`config.mk`:
```
export PLATFORM = sky130hd
export DESIGN_NAME = grid_window_id_enumerator_unit
export DESIGN_NICKNAME = d
export VERILOG_FILES = /design/src/sv/gwie_pkg.sv /design/src/sv/grid_window_id_enumerator_unit.sv
export SDC_FILE = /design/constraint.sdc
export NUM_CORES = 1
export LEC_CHECK = 0
export BUFFER_PORTS_ARGS = -buffer_cell sky130_fd_sc_hd__buf_4
export CORE_ASPECT_RATIO = 1.25
export CORE_MARGIN = 2
export CORE_UTILIZATION = 25
export DETAILED_ROUTE_END_ITERATION = 8
export PLACE_DENSITY = 0.5
export SLEW_MARGIN = 20
export SYNTH_ARGS = -nofsm -noshare
export SYNTH_HDL_FRONTEND = slang
export SYNTH_SLANG_ARGS = --single-unit
```
`constraint.sdc`:
```
create_clock -name clk -period 6.7 [get_ports clk]
set_input_delay 0.335 -clock clk [delete_from_list [all_inputs] [get_ports clk]]
set_output_delay 0.335 -clock clk [all_outputs]
set_load 0.01 [all_outputs]
```
`src/sv/gwie_pkg.sv`:
```
// Package for the grid window ID enumerator: field widths, payload structs,
// register indexes and the sequencer's microcode table. No dependencies.
package gwie_pkg;

  localparam int ID_W          = 17;
  localparam int RAD_W         = 2;
  localparam int CFG_W         = 9;
  localparam int CFG_IDX_W     = 2;
  localparam int DIV_CNT_W     = 5;
  localparam int STEP_W        = 3;

  localparam int DEF_MAX_RADIUS = 3;
  localparam int DEF_MAX_SIDE   = 256;
  localparam int RESET_SIDE     = 16;

  localparam logic [CFG_IDX_W-1:0] REG_GRID_COLUMNS = 2'd0;
  localparam logic [CFG_IDX_W-1:0] REG_GRID_ROWS    = 2'd1;

  typedef struct packed {
    logic [ID_W-1:0]  center_id;
    logic [RAD_W-1:0] radius;
  } in_item_t;

  typedef struct packed {
    logic [ID_W-1:0] point_id;
    logic            last_point;
    logic            bad_center;
  } out_item_t;

  // Program steps.
  localparam logic [STEP_W-1:0] STEP_WAIT  = 3'd0;
  localparam logic [STEP_W-1:0] STEP_CHECK = 3'd1;
  localparam logic [STEP_W-1:0] STEP_DIV   = 3'd2;
  localparam logic [STEP_W-1:0] STEP_EDGES = 3'd3;
  localparam logic [STEP_W-1:0] STEP_EMIT  = 3'd4;
  localparam logic [STEP_W-1:0] STEP_BAD   = 3'd5;

  // Jump conditions.
  localparam logic [2:0] COND_NEVER    = 3'd0;
  localparam logic [2:0] COND_ALWAYS   = 3'd1;
  localparam logic [2:0] COND_START    = 3'd2;
  localparam logic [2:0] COND_BAD      = 3'd3;
  localparam logic [2:0] COND_DIV_DONE = 3'd4;
  localparam logic [2:0] COND_LAST     = 3'd5;

  typedef struct packed {
    logic [2:0]        cond;
    logic [STEP_W-1:0] target;
    logic              hold;       // repeat this step while the condition is false
    logic              load_in;
    logic              div_init;
    logic              div_step;
    logic              edges_calc;
    logic              emit;
    logic              emit_bad;
  } ucode_t;

  // On a true condition the step counter jumps to target; otherwise it holds
  // or advances by one, as the hold bit says.
  function automatic ucode_t ucode_word(input logic [STEP_W-1:0] step);
    ucode_t w;
    w = '0;
    case (step)
      STEP_WAIT: begin
        w.cond = COND_START; w.target = STEP_CHECK; w.hold = 1'b1; w.load_in = 1'b1;
      end
      STEP_CHECK: begin
        w.cond = COND_BAD; w.target = STEP_BAD; w.div_init = 1'b1;
      end
      STEP_DIV: begin
        w.cond = COND_DIV_DONE; w.target = STEP_EDGES; w.hold = 1'b1; w.div_step = 1'b1;
      end
      STEP_EDGES: begin
        w.cond = COND_NEVER; w.edges_calc = 1'b1;
      end
      STEP_EMIT: begin
        w.cond = COND_LAST; w.target = STEP_WAIT; w.hold = 1'b1; w.emit = 1'b1;
      end
      STEP_BAD: begin
        w.cond = COND_ALWAYS; w.target = STEP_WAIT; w.emit_bad = 1'b1;
      end
      default: begin
        w.cond = COND_ALWAYS; w.target = STEP_WAIT;
      end
    endcase
    return w;
  endfunction

endpackage

```
`src/sv/grid_window_id_enumerator_unit.sv`:
```
// Grid window ID enumerator: a microcoded sequencer that divides the center ID
// by the column count, clips the window per axis and emits the window's IDs.
// Depends on gwie_pkg.
//
//   channel  ports                            transaction at the clock edge where
//   input    start, busy, in_payload          start is high and busy is low
//   result   out_strobe, out_payload          out_strobe is high (cannot stall)
//   config   cfg_we, cfg_index, cfg_wdata     cfg_we is high
//
// A valid center passes through one check step, the steps of the bit-serial divider that
// split the ID into row and column, one clipping step, then one result per cycle, one for
// each window point (at most 49). A bad center gives one result. A new center is
// accepted only once the sequencer is back in its wait step.
// Reset sets both grid sides to 16 and returns the sequencer to its wait step.
// Results leave through an output register; nothing downstream can hold them.
module grid_window_id_enumerator_unit
  import gwie_pkg::*;
#(
  parameter int MAX_RADIUS = DEF_MAX_RADIUS,
  parameter int MAX_SIDE   = DEF_MAX_SIDE
) (
  input  logic                 clk,
  input  logic                 rst_n,
  input  logic                 start,
  output logic                 busy,
  input  in_item_t             in_payload,
  output logic                 out_strobe,
  output out_item_t            out_payload,
  input  logic                 cfg_we,
  input  logic [CFG_IDX_W-1:0] cfg_index,
  input  logic [CFG_W-1:0]     cfg_wdata
);

  localparam int CW = $clog2(MAX_SIDE + 1);
  localparam int PW = 2 * CW;
  localparam int TW = (PW > ID_W) ? PW : ID_W;
  localparam logic [TW-1:0] TOTAL_RESET = TW'(RESET_SIDE * RESET_SIDE);

  logic [CFG_W-1:0]     cols_r, rows_r;
  logic [CW-1:0]        cols_c, rows_c;
  logic [TW-1:0]        total_r;

  logic [STEP_W-1:0]    step_r, step_nxt;
  ucode_t               uc;
  logic                 cond_true;

  logic [ID_W-1:0]      id_r;
  logic [RAD_W-1:0]     rad_r;
  logic [ID_W-1:0]      quo_r, quo_nxt;
  logic [CW-1:0]        rem_r, rem_nxt;
  logic [DIV_CNT_W-1:0] div_cnt_r, div_cnt_nxt;
  logic [CW:0]          div_trial;
  logic                 div_ge;

  logic [CW-1:0]        x_r, x0_r, x1_r, y_r, y1_r;
  logic [PW-1:0]        base_r;
  logic [CW:0]          rad_e, col_e, row_e, lim_c, lim_r, col_top, row_top;
  logic [CW-1:0]        x0_c, x1_c, y0_c, y1_c;
  logic                 bad_c, last_c;

  logic                 out_strobe_r, out_strobe_nxt;
  out_item_t            out_payload_r, out_payload_nxt;

  // A side of zero counts as one; a side above MAX_SIDE is cut to MAX_SIDE.
  always_comb begin
    if (cols_r == '0) begin
      cols_c = CW'(1);
    end else if (32'(cols_r) > MAX_SIDE) begin
      cols_c = CW'(MAX_SIDE);
    end else begin
      cols_c = CW'(cols_r);
    end
    if (rows_r == '0) begin
      rows_c = CW'(1);
    end else if (32'(rows_r) > MAX_SIDE) begin
      rows_c = CW'(MAX_SIDE);
    end else begin
      rows_c = CW'(rows_r);
    end
  end

  always_ff @(posedge clk) begin
    if (!rst_n) begin
      cols_r  <= CFG_W'(RESET_SIDE);
      rows_r  <= CFG_W'(RESET_SIDE);
      total_r <= TOTAL_RESET;
    end else begin
      if (cfg_we && cfg_index == REG_GRID_COLUMNS) begin
        cols_r <= cfg_wdata;
      end
      if (cfg_we && cfg_index == REG_GRID_ROWS) begin
        rows_r <= cfg_wdata;
      end
      total_r <= TW'(cols_c) * TW'(rows_c);
    end
  end

  assign uc     = ucode_word(step_r);
  assign busy   = (step_r != STEP_WAIT);
  assign bad_c  = (id_r == '0) || (TW'(id_r) > total_r);
  assign last_c = (x_r == x1_r) && (y_r == y1_r);

  always_comb begin
    case (uc.cond)
      COND_NEVER:    cond_true = 1'b0;
      COND_ALWAYS:   cond_true = 1'b1;
      COND_START:    cond_true = start;
      COND_BAD:      cond_true = bad_c;
      COND_DIV_DONE: cond_true = (div_cnt_r == '0);
      COND_LAST:     cond_true = last_c;
      default:       cond_true = 1'b0;
    endcase
    if (cond_true) begin
      step_nxt = uc.target;
    end else if (uc.hold) begin
      step_nxt = step_r;
    end else begin
      step_nxt = step_r + STEP_W'(1);
    end
  end

  // Restoring divider, one quotient bit per step; the dividend shifts out of
  // quo_r from the top while quotient bits enter at the bottom.
  assign div_trial = {rem_r, quo_r[ID_W-1]};
  assign div_ge    = (div_trial >= {1'b0, cols_c});

  always_comb begin
    quo_nxt     = quo_r;
    rem_nxt     = rem_r;
    div_cnt_nxt = div_cnt_r;
    if (uc.div_init) begin
      quo_nxt     = id_r - ID_W'(1);
      rem_nxt     = '0;
      div_cnt_nxt = DIV_CNT_W'(ID_W - 1);
    end else if (uc.div_step) begin
      quo_nxt     = {quo_r[ID_W-2:0], div_ge};
      rem_nxt     = div_ge ? CW'(div_trial - {1'b0, cols_c}) : CW'(div_trial);
      div_cnt_nxt = div_cnt_r - DIV_CNT_W'(1);
    end
  end

  // Per-axis clipping: the window is cut at both grid edges independently.
  always_comb begin
    rad_e   = (CW + 1)'(rad_r);
    col_e   = {1'b0, rem_r};
    row_e   = {1'b0, quo_r[CW-1:0]};
    lim_c   = {1'b0, cols_c} - (CW + 1)'(1);
    lim_r   = {1'b0, rows_c} - (CW + 1)'(1);
    col_top = col_e + rad_e;
    row_top = row_e + rad_e;
    x0_c    = (col_e >= rad_e) ? CW'(col_e - rad_e) : '0;
    y0_c    = (row_e >= rad_e) ? CW'(row_e - rad_e) : '0;
    x1_c    = (col_top > lim_c) ? CW'(lim_c) : CW'(col_top);
    y1_c    = (row_top > lim_r) ? CW'(lim_r) : CW'(row_top);
  end

  always_comb begin
    out_strobe_nxt  = 1'b0;
    out_payload_nxt = out_payload_r;
    if (uc.emit) begin
      out_strobe_nxt             = 1'b1;
      out_payload_nxt.point_id   = ID_W'(base_r + PW'(x_r) + PW'(1));
      out_payload_nxt.last_point = last_c;
      out_payload_nxt.bad_center = 1'b0;
    end else if (uc.emit_bad) begin
      out_strobe_nxt             = 1'b1;
      out_payload_nxt.point_id   = '0;
      out_payload_nxt.last_point = 1'b1;
      out_payload_nxt.bad_center = 1'b1;
    end
  end

  always_ff @(posedge clk) begin
    if (!rst_n) begin
      step_r       <= STEP_WAIT;
      out_strobe_r <= 1'b0;
    end else begin
      step_r       <= step_nxt;
      out_strobe_r <= out_strobe_nxt;
    end
  end

  always_ff @(posedge clk) begin
    out_payload_r <= out_payload_nxt;
    quo_r         <= quo_nxt;
    rem_r         <= rem_nxt;
    div_cnt_r     <= div_cnt_nxt;
    if (uc.load_in && start) begin
      id_r  <= in_payload.center_id;
      rad_r <= (32'(in_payload.radius) > MAX_RADIUS) ? RAD_W'(MAX_RADIUS)
                                                     : in_payload.radius;
    end
    if (uc.edges_calc) begin
      x0_r   <= x0_c;
      x1_r   <= x1_c;
      y1_r   <= y1_c;
      x_r    <= x0_c;
      y_r    <= y0_c;
      base_r <= PW'(y0_c) * PW'(cols_c);
    end else if (uc.emit) begin
      if (x_r == x1_r) begin
        x_r    <= x0_r;
        y_r    <= y_r + CW'(1);
        base_r <= base_r + PW'(cols_c);
      end else begin
        x_r <= x_r + CW'(1);
      end
    end
  end

  assign out_strobe  = out_strobe_r;
  assign out_payload = out_payload_r;

endmodule
```
# Word level (Yosys, flattened, before mapping)
# Index checks and enable logic that the tools add are counted.
dict set report word_totals {
  in_bits 34
  reg_bits 172
  word_cells 112
  out_inout_bits 21
}
dict set report classes {
  eq_ne 14
  mux 36
  mul 2
  n_reduce_logical 18
  order_cmp 8
  addsub 15
}
# op count
set ops {}
lappend ops {{2-to-1 mux 9 bit} 15}
lappend ops {{2-to-1 mux 18 bit} 3}
lappend ops {{2-to-1 mux 19 bit} 2}
lappend ops {{multiplier 9 x 9 -> 18 bit} 2}
lappend ops {{2-to-1 mux 17 bit} 2}
lappend ops {{adder 9 x 2 -> 10 bit} 2}
lappend ops {{greater-than comparator 10 bit} 2}
lappend ops {{subtractor 9 x 1 -> 10 bit (second input constant)} 2}
lappend ops {{adder 18 x 9 -> 18 bit} 1}
lappend ops {{adder 9 x 1 -> 9 bit (second input constant)} 2}
lappend ops {{== test 9 bit} 2}
lappend ops {{greater-or-equal comparator 9 x 2 -> 1 bit} 2}
lappend ops {{greater-than comparator 17 x 18 -> 1 bit} 1}
lappend ops {{greater-than comparator 9 bit (second input constant)} 2}
lappend ops {{zero test 9 bit} 2}
lappend ops {{subtractor 9 x 2 -> 9 bit} 2}
lappend ops {{adder 17 x 1 -> 17 bit (second input constant)} 1}
lappend ops {{adder 17 x 9 -> 17 bit} 1}
lappend ops {{zero test 17 bit} 1}
lappend ops {{subtractor 17 x 1 -> 17 bit (second input constant)} 1}
lappend ops {{case mux 3 bit (5 select lines)} 1}
lappend ops {{== test 3 x 2 -> 1 bit (second input constant)} 4}
lappend ops {{== test 3 bit (second input constant)} 4}
lappend ops {{greater-or-equal comparator 10 x 9 -> 1 bit} 1}
lappend ops {{other kinds (19)} 35}

# Depth between registers and ports, before layout
# Gate-level depths: netlist (run 1).
dict set report logic_depth {
  depth_word 7
  depth_mapped 26
  depth_no_buf 25
}

# Least setup slack after synthesis (run 1)
# OpenSTA, ideal clock, no wires.
dict set report synth_path {
  path_kind {flip-flop to flip-flop}
  start {register rad_r[1]}
  end {register base_r[15] (data pin)}
  path_stages_with_launch 21
  arrival_time_ns 5.526
  synth_period_minus_slack_ns 5.788
  setup_ns 0.262
  path_slack_ns 0.912
  n_path_buf 1
  t_required_ns 6.438
  cell_sequence {edfxtp_1 inv_1 ha_1 a211oi_2 nand3b_1 or3_1 buf_2 nand2_1 nor2_1 fa_1 fa_1 fa_1 inv_1 fa_1 inv_1 ha_1 a21o_1 a2111o_1 o22ai_1 xor2_1 mux2i_1}
}
dict set report synth_between {
  elab_chain_len 4
  word_cells_on_any_way 5
  classes_between {add/sub: 1; mul: 1; order compare: 1; mux: 2}
}
# item line
set synth_rtl {}
lappend synth_rtl {{start, declared} grid_window_id_enumerator_unit.sv:48} ;# logic [RAD_W-1:0] rad_r;
lappend synth_rtl {{start signal, assigned} grid_window_id_enumerator_unit.sv:190} ;# rad_r <= (32'(in_payload.radius) > MAX_RADIUS) ? RAD_W'(MAX_RADIUS)
lappend synth_rtl {{subtractor 9 x 2 -> 9 bit / greater-or-equal comparator 9 x 2 -> 1 bit (equally long branches)} grid_window_id_enumerator_unit.sv:152} ;# y0_c = (row_e >= rad_e) ? CW'(row_e - rad_e) : '0;
lappend synth_rtl {{2-to-1 mux 9 bit *} grid_window_id_enumerator_unit.sv:152}
lappend synth_rtl {{multiplier 9 x 9 -> 18 bit *} grid_window_id_enumerator_unit.sv:199} ;# base_r <= PW'(y0_c) * PW'(cols_c);
lappend synth_rtl {{2-to-1 mux 18 bit *} grid_window_id_enumerator_unit.sv:193} ;# if (uc.edges_calc) begin
lappend synth_rtl {{end signal, assigned} grid_window_id_enumerator_unit.sv:199}
lappend synth_rtl {{end signal, assigned} grid_window_id_enumerator_unit.sv:204} ;# base_r <= base_r + PW'(cols_c);
lappend synth_rtl {{end, declared} grid_window_id_enumerator_unit.sv:56} ;# logic [PW-1:0] base_r;
# Every way passes the cells marked *; elsewhere a longest branch is shown, timed or not.
# A chain may end at the register's enable or synchronous reset.

# Worst setup path in the final report (run 1)
dict set report layout_path {
  start {register rad_r[1]}
  end {register base_r[14] (data pin)}
}
# Same word-level chain as after synthesis.

==> results.sh, run 1 <==
export IMPL_route_vias_total=11800
export IMPL_tightest_slew_ns=1.04
export IMPL_gp_routability_congestion=0.855
export IMPL_layout_cells_most_common="inv_1"
export IMPL_net_switching_power_mw=2.32
export IMPL_relSlewSlack_pct=30.2
export IMPL_die_y_um=283
export IMPL_outcome="finished, final reports clean"
export IMPL_comb_power_share_pct=49.6
export IMPL_antenna_violating_nets_post_route=0
export IMPL_die_area_um2=64400
export IMPL_fin_tns_setup_ns=0
export IMPL_routed_wirelength_um=42100
export IMPL_placement_io_buffers=54
export IMPL_worstReg2RegStart="rad_r[1]$_DFFE_PP_"
export IMPL_layout_drive_gt1_share_pct=8.02
export IMPL_critPathLaunch="rad_r[1]$_DFFE_PP_"
export IMPL_timing_final_setup_violations=0
export IMPL_rsz0062_at_grt="no"
export IMPL_fin_nets=2080
export IMPL_synthesis_yosys_warnings=0
export IMPL_setup_worst_path_class="reg2reg"
export IMPL_power_switching_fraction_pct=43.6
export IMPL_grt_pass1_wl_um=68500
export IMPL_cts_tree="yes"
export IMPL_mostFrequentLayoutCells="inv_1 (219), nor2_1 (214), nand2_1 (184)"
export IMPL_post_synth_cell_area_avg_um2=9.03
export IMPL_cts_path_max_buffers=2
export IMPL_clkTransAtPathRegs_ns=0.07
export IMPL_area_used_by_multi_input_combinational_logic_um2=9960
export IMPL_post_synth_inst_count=1726
export IMPL_vias_per_cell=4.50
export IMPL_final_setup_skew_ns=0.0158
export IMPL_numClockSinks=171
export IMPL_design_portCount=55
export IMPL_max_clock_freq_mhz=160
export IMPL_drt_drc_violations_left=0
export IMPL_die_w_um=227
export IMPL_drt_first_iter_violations=601
export IMPL_fin_area_um2=17800
export IMPL_placeableCoreArea_um2=61800
export IMPL_start_util_pct=25.2
export IMPL_yosys_area_top_type="edfxtp_1"
export IMPL_synth_top_cell_area_share_pct=22.3
export IMPL_number_of_buffers_inserted_by_post_cts_setup_repair=0
export IMPL_gr_total_overflow=0
export IMPL_seq_area_frac_synth_pct=29.4
export IMPL_fraction_of_registers_with_async_set_or_reset_after_synthesis_pct=0
export IMPL_final_max_slew_viol_count=0
export IMPL_ys_ff_latch=171
export IMPL_clock_latency_ns=0.48
export IMPL_share_clk_of_total_power_pct=19.5
export IMPL_synth_edff_count=116
export IMPL_critical_path_peak_fanout=10
export IMPL_timing_final_crit_share_pct=93.0
export IMPL_hold_path_class="in2reg"
export IMPL_internal_power_mw=3.01
export IMPL_fin_crit_ns=6.23
export IMPL_synthDistinctLibCells=68
export IMPL_worst_ep_required_time_ns=6.92
export IMPL_power_mw=5.33
export IMPL_placementRows=102
export IMPL_final_hold_viol_count=0
export IMPL_timing_critical_path_from_type="flip-flop"
export IMPL_end_kind="flip-flop"
export IMPL_leakage_nw=7.77
export IMPL_htreeDepth=4
export IMPL_final_core_occ_pct=28.8
export IMPL_grt_pass1_vias=12600
export IMPL_synth_area_um2=15600
export IMPL_synth_top_flop_cell="edfxtp_1"
export IMPL_final_hold_worst_slack_ns=0.0417
export IMPL_overall_track_demand_over_capacity_in_global_routing_pct=13.8
export IMPL_crit_path_dat_ns=6.45
export IMPL_timing_max_cap_violations=0
export IMPL_ir_worst_vdd_uv=198
export IMPL_grt_start_max_net_pins=60
export IMPL_timing_hold_worst_start="in_payload[6]"
export IMPL_fillCellCount=6558
export IMPL_ff_latch_area_um2=4580
export IMPL_power_per_cell_area_nw_per_um2=300
export IMPL_tritoncts_num_buffers=17
export IMPL_detailed_place_area_um2=17000
export IMPL_seq_power_share_pct=30.9
export IMPL_antenna_found_initial=0
export IMPL_ctsRootBufferMaster="clkbuf_16"
export IMPL_dp_hpwl_um=33900
export IMPL_area_growth_synth_to_final_pct=14.0
export IMPL_detail_route_first_pass_iterations=5
export IMPL_drt_wirelength_per_cell_um=16.0
export IMPL_antenna_cells_inserted=0
export IMPL_post_synth_main_area_contributors="edfxtp_1 (22%), fa_1 (14%), ha_1 (13%), dfxtp_1 (7.1%), inv_1 (5.3%)"
-- state kept, by name, summed over array words and instances, names as in the netlist, 17 cells and up --
name,count
quo_r,17
total_r,18
base_r,17
id_r,17
out_payload,19
-- worst paths after layout --
kind,to,slack [ns],depth (start not counted)
hold / removal,id_r[4]$_DFFE_PP_,0.04,1
setup / recovery,base_r[14]$_DFFE_PP_,0.47,23
hold reg to reg,div_cnt_r[4]$_SDFFE_PP1P_,0.50,2
setup reg to reg,base_r[14]$_DFFE_PP_,0.47,23
-- power groups by stage --
stage | logic, mW | registers [mW] | clock network, mW
after floorplan | 2.01 | 1.55 | 0
after global placement | 2.58 | 1.67 | 0
after detailed placement | 2.63 | 1.67 | 0
after CTS | 2.65 | 1.65 | 1.07
after global routing | 3.01 | 1.67 | 1.11
final | 2.64 | 1.65 | 1.04
-- kinds of logic (layout without fill, tap and decap cells) --
group	Yosys count	count (layout)	synth area share, %
xor gates and xnor gates	134	134	7.53
buffers and inverters	283	352	6.89
adders and majority gates	263	263	26.2
other	1	2	0.0241
AOI/OAI and AO/OA	240	240	9.71
DFF	171	171	29.4
and+or+nand+nor	584	584	17.0
muxes	50	50	3.23
-- what timing repair did --
action	CTS	global route
hold buffers	14	0
endpoints found under the hold margin	14	0
resized for setup	0	1
endpoints found under the setup margin	0	2
-- per-layer routing --
| metal | global-route usage (%) | routed length [um] | part of all wire (%) |
|---|---|---|---|
| met5 | 0 | 0 | 0 |
| met4 | 6.73 | 1730 | 4.1 |
| met3 | 2.29 | 1250 | 3.0 |
| met2 | 24.2 | 21200 | 50 |
| met1 | 16.2 | 17900 | 43 |
-- per-stage QoR --
stage | std cells | setup slack, ns
3_5_place_dp | 2582 | 0.360
6_report | 2628 | 0.469
3_3_place_gp | 2582 | 0.466
4_1_cts | 2628 | 0.354
2_1_floorplan | 1727 | 0.912
5_1_grt | 2628 | 0.103
-- critical path: stages (launching register included) --
cell and delay, ns:
edfxtp_1 0.47, inv_1 0.16, ha_1 0.38, a211oi_2 0.29
nand3b_1 0.20, or3_4 0.42, nand2_1 0.22, nor2_1 0.10
fa_1 0.54, inv_1 0.05, fa_1 0.47, inv_1 0.05
fa_1 0.53, inv_1 0.05, fa_1 0.52, inv_1 0.04
ha_1 0.34, o21ai_0 0.11, a21oi_1 0.18, nor2_1 0.08
o21ai_0 0.33, a41oi_1 0.19, xor2_1 0.17, mux2i_1 0.08
-- Yosys cell counts (16+ instances only) --
library cell	instances
o21ai_0	68
a21oi_1	66
edfxtp_1	116
a21o_1	16
nand2_1	184
o21a_1	16
nor3_1	41
nand3_1	26
nand2b_1	19
nor2b_1	27
xor2_1	63
inv_1	220
dfxtp_1	55
clkbuf_1	47
mux2i_1	47
ha_1	157
xnor2_1	71
nor2_1	214
fa_1	106
-- cell type report --
type	count	share of cell area [%]
Multi-Input combinational cell	1273	56.0
Sequential cell	171	25.8
Tap cell	832	5.86
Inverter	224	4.73
Timing Repair Buffer	96	4.25
Clock buffer	22	2.79
Clock inverter	10	0.584
(Power assumes the default switching activity.)
==> run 2: changes to the inputs <==
- PLACE_DENSITY: 0.5 -> 0.51
- clock period: 6.7 -> 5.5 ns (I/O delays scaled with it)
==> run 2 against run 1 <==
  * The run now ends with setup timing left
  * Global-route usage is 0.15 points higher
  * Total power increased by 35%
  * Sequential power grew 18%
  * Largest power group unchanged
  * Sequential cell count unchanged
  * Routed wire length grew 2.4%
==> results.sh, run 2 (same netlist as run 1, synthesis figures left out) <==
export IMPL_outcome="complete, but fails checks"
export IMPL_violations="setup timing"
export IMPL_cts_path_max_buffers=2
export IMPL_fin_nets=2171
export IMPL_placementRows=102
export IMPL_htreeDepth=4
export IMPL_grt_pass1_wl_um=69700
export IMPL_max_clock_freq_mhz=182
export IMPL_wl_met2_um=22400
export IMPL_critPathMostFrequentCell="fa_1"
export IMPL_tritoncts_num_buffers=17
export IMPL_detail_route_first_pass_iterations=5
export IMPL_final_setup_skew_ns=0.0163
export IMPL_hold_path_class="in2reg"
export IMPL_grt_pass1_vias=12900
export IMPL_timing_max_cap_violations=0
export IMPL_timing_critical_path_from_type="flip-flop"
export IMPL_gr_total_overflow=0
export IMPL_antenna_violating_nets_post_route=0
export IMPL_end_kind="flip-flop"
export IMPL_antenna_found_initial=0
export IMPL_clkTransAtPathRegs_ns=0.08
export IMPL_route_layer_met1_wl_um=17900
export IMPL_number_of_flip_flops_in_the_largest_register=19
export IMPL_route_vias_total=12300
export IMPL_fin_tns_setup_ns=-0.00210
export IMPL_drt_wirelength_per_cell_um=15.9
export IMPL_critical_path_peak_fanout=5
export IMPL_dp_hpwl_um=35000
export IMPL_crit_slowest_cell="fa_1"
export IMPL_power_per_cell_area_nw_per_um2=382
export IMPL_worst_case_setup_margin_in_the_final_layout_ns=-0.00210
export IMPL_tightest_slew_ns=0.905
export IMPL_drt_drc_violations_left=0
export IMPL_worst_r2r_setup_slack_ns=-0.002
export IMPL_post_place_cells=2655
export IMPL_overall_track_demand_over_capacity_in_global_routing_pct=14.0
export IMPL_design_portCount=55
export IMPL_worst_path_buf_inv=7
export IMPL_routed_wirelength_um=43100
export IMPL_dp_slack_ns=-0.107
export IMPL_layout_cells_most_common="inv_1"
export IMPL_top_layer="met4"
export IMPL_wl_met3_um=1400
export IMPL_die_area_um2=64400
export IMPL_numClockSinks=171
export IMPL_worst_ep_required_time_ns=5.72
export IMPL_placement_io_buffers=54
export IMPL_start_util_pct=25.2
export IMPL_gp_routability_congestion=0.872
export IMPL_area_growth_synth_to_final_pct=21.2
export IMPL_fin_crit_ns=5.50
export IMPL_final_cells=2719
export IMPL_fin_area_um2=18900
export IMPL_relSlewSlack_pct=39.4
export IMPL_setup_worst_path_class="reg2reg"
export IMPL_rsz0062_at_grt="yes"
export IMPL_max_stage_delay_ns=0.51
export IMPL_mostFrequentLayoutCells="inv_1 (208), nor2_1 (203), nand2_1 (176)"
export IMPL_crit_path_dat_ns=5.72
export IMPL_leakage_nw=8.27
export IMPL_timing_final_setup_violations=1
export IMPL_layout_drive_gt1_share_pct=15.7
export IMPL_ir_worst_vdd_uv=207
export IMPL_cts_tree="yes"
export IMPL_die_w_um=227
export IMPL_vias_per_cell=4.52
export IMPL_clock_latency_ns=0.49
export IMPL_ctsRootBufferMaster="clkbuf_16"
export IMPL_power_mw=7.22
export IMPL_detailed_place_area_um2=17700
export IMPL_final_hold_viol_count=0
export IMPL_final_max_slew_viol_count=0
export IMPL_timing_final_crit_share_pct=100
export IMPL_die_y_um=283
export IMPL_grt_start_max_net_pins=50
export IMPL_cp_top_family="adder cells"
export IMPL_drt_first_iter_violations=575
export IMPL_placeableCoreArea_um2=61800
export IMPL_antenna_cells_inserted=0
-- run 2: worst min-delay path, stage by stage --
cell and delay [ns]:
buf_4 0.09, mux2i_1 0.06, nor2_1 0.07
-- run 2: path summary, 6_finish.rpt --
| kind | cells after the start | start | endpoint |
|---|---|---|---|
| hold reg to reg | 2 | div_cnt_r[4]$_SDFFE_PP1P_ | div_cnt_r[4]$_SDFFE_PP1P_ |
| setup reg to reg | 25 | quo_r[0]$_DFFE_PP_ | base_r[14]$_DFFE_PP_ |
| setup / recovery | 25 | quo_r[0]$_DFFE_PP_ | base_r[14]$_DFFE_PP_ |
| hold / removal | 3 | cfg_wdata[5] | cols_r[5]$_SDFFE_PN0P_ |
-- run 2: power breakdown --
part / internal, mW / switching (mW)
registers: 1.74 / 0.194
clock network: 0.653 / 0.618
logic: 1.70 / 2.32
total: 4.09 / 3.13
-- run 2: area by class of cell --
class / count / area, um2
fill: 6537 / 42900
multi-input combinational: 1273 / 10300
sequential: 171 / 4580
timing repair buffer: 187 / 1500
tap: 832 / 1040
inverter: 224 / 847
clock buffer: 18 / 429
clock inverter: 14 / 173
-- run 2: timing repair --
item,4_1_cts,5_1_grt
hold buffers,20,0
endpoints found under the setup margin,5,10
gates cloned,1,0
resized for setup,15,54
hold endpoints to repair,21,0
pin swaps,9,41
setup buffers,3,8
-- run 2: routing by layer --
layer,track usage (%),up-vias
li1,-,6045
met3,2.50,78
met5,0,-
met2,25.3,218
met1,16.0,5936
met4,5.64,0
-- run 2: stage by stage --
step	hold WS [ns]	utilization [%]
after floorplan	0.374	-
after global placement	0.454	28.7
after detailed placement	0.454	28.7
after CTS	0.0158	30.1
after global routing	0.0400	30.6
final	0.0473	30.6
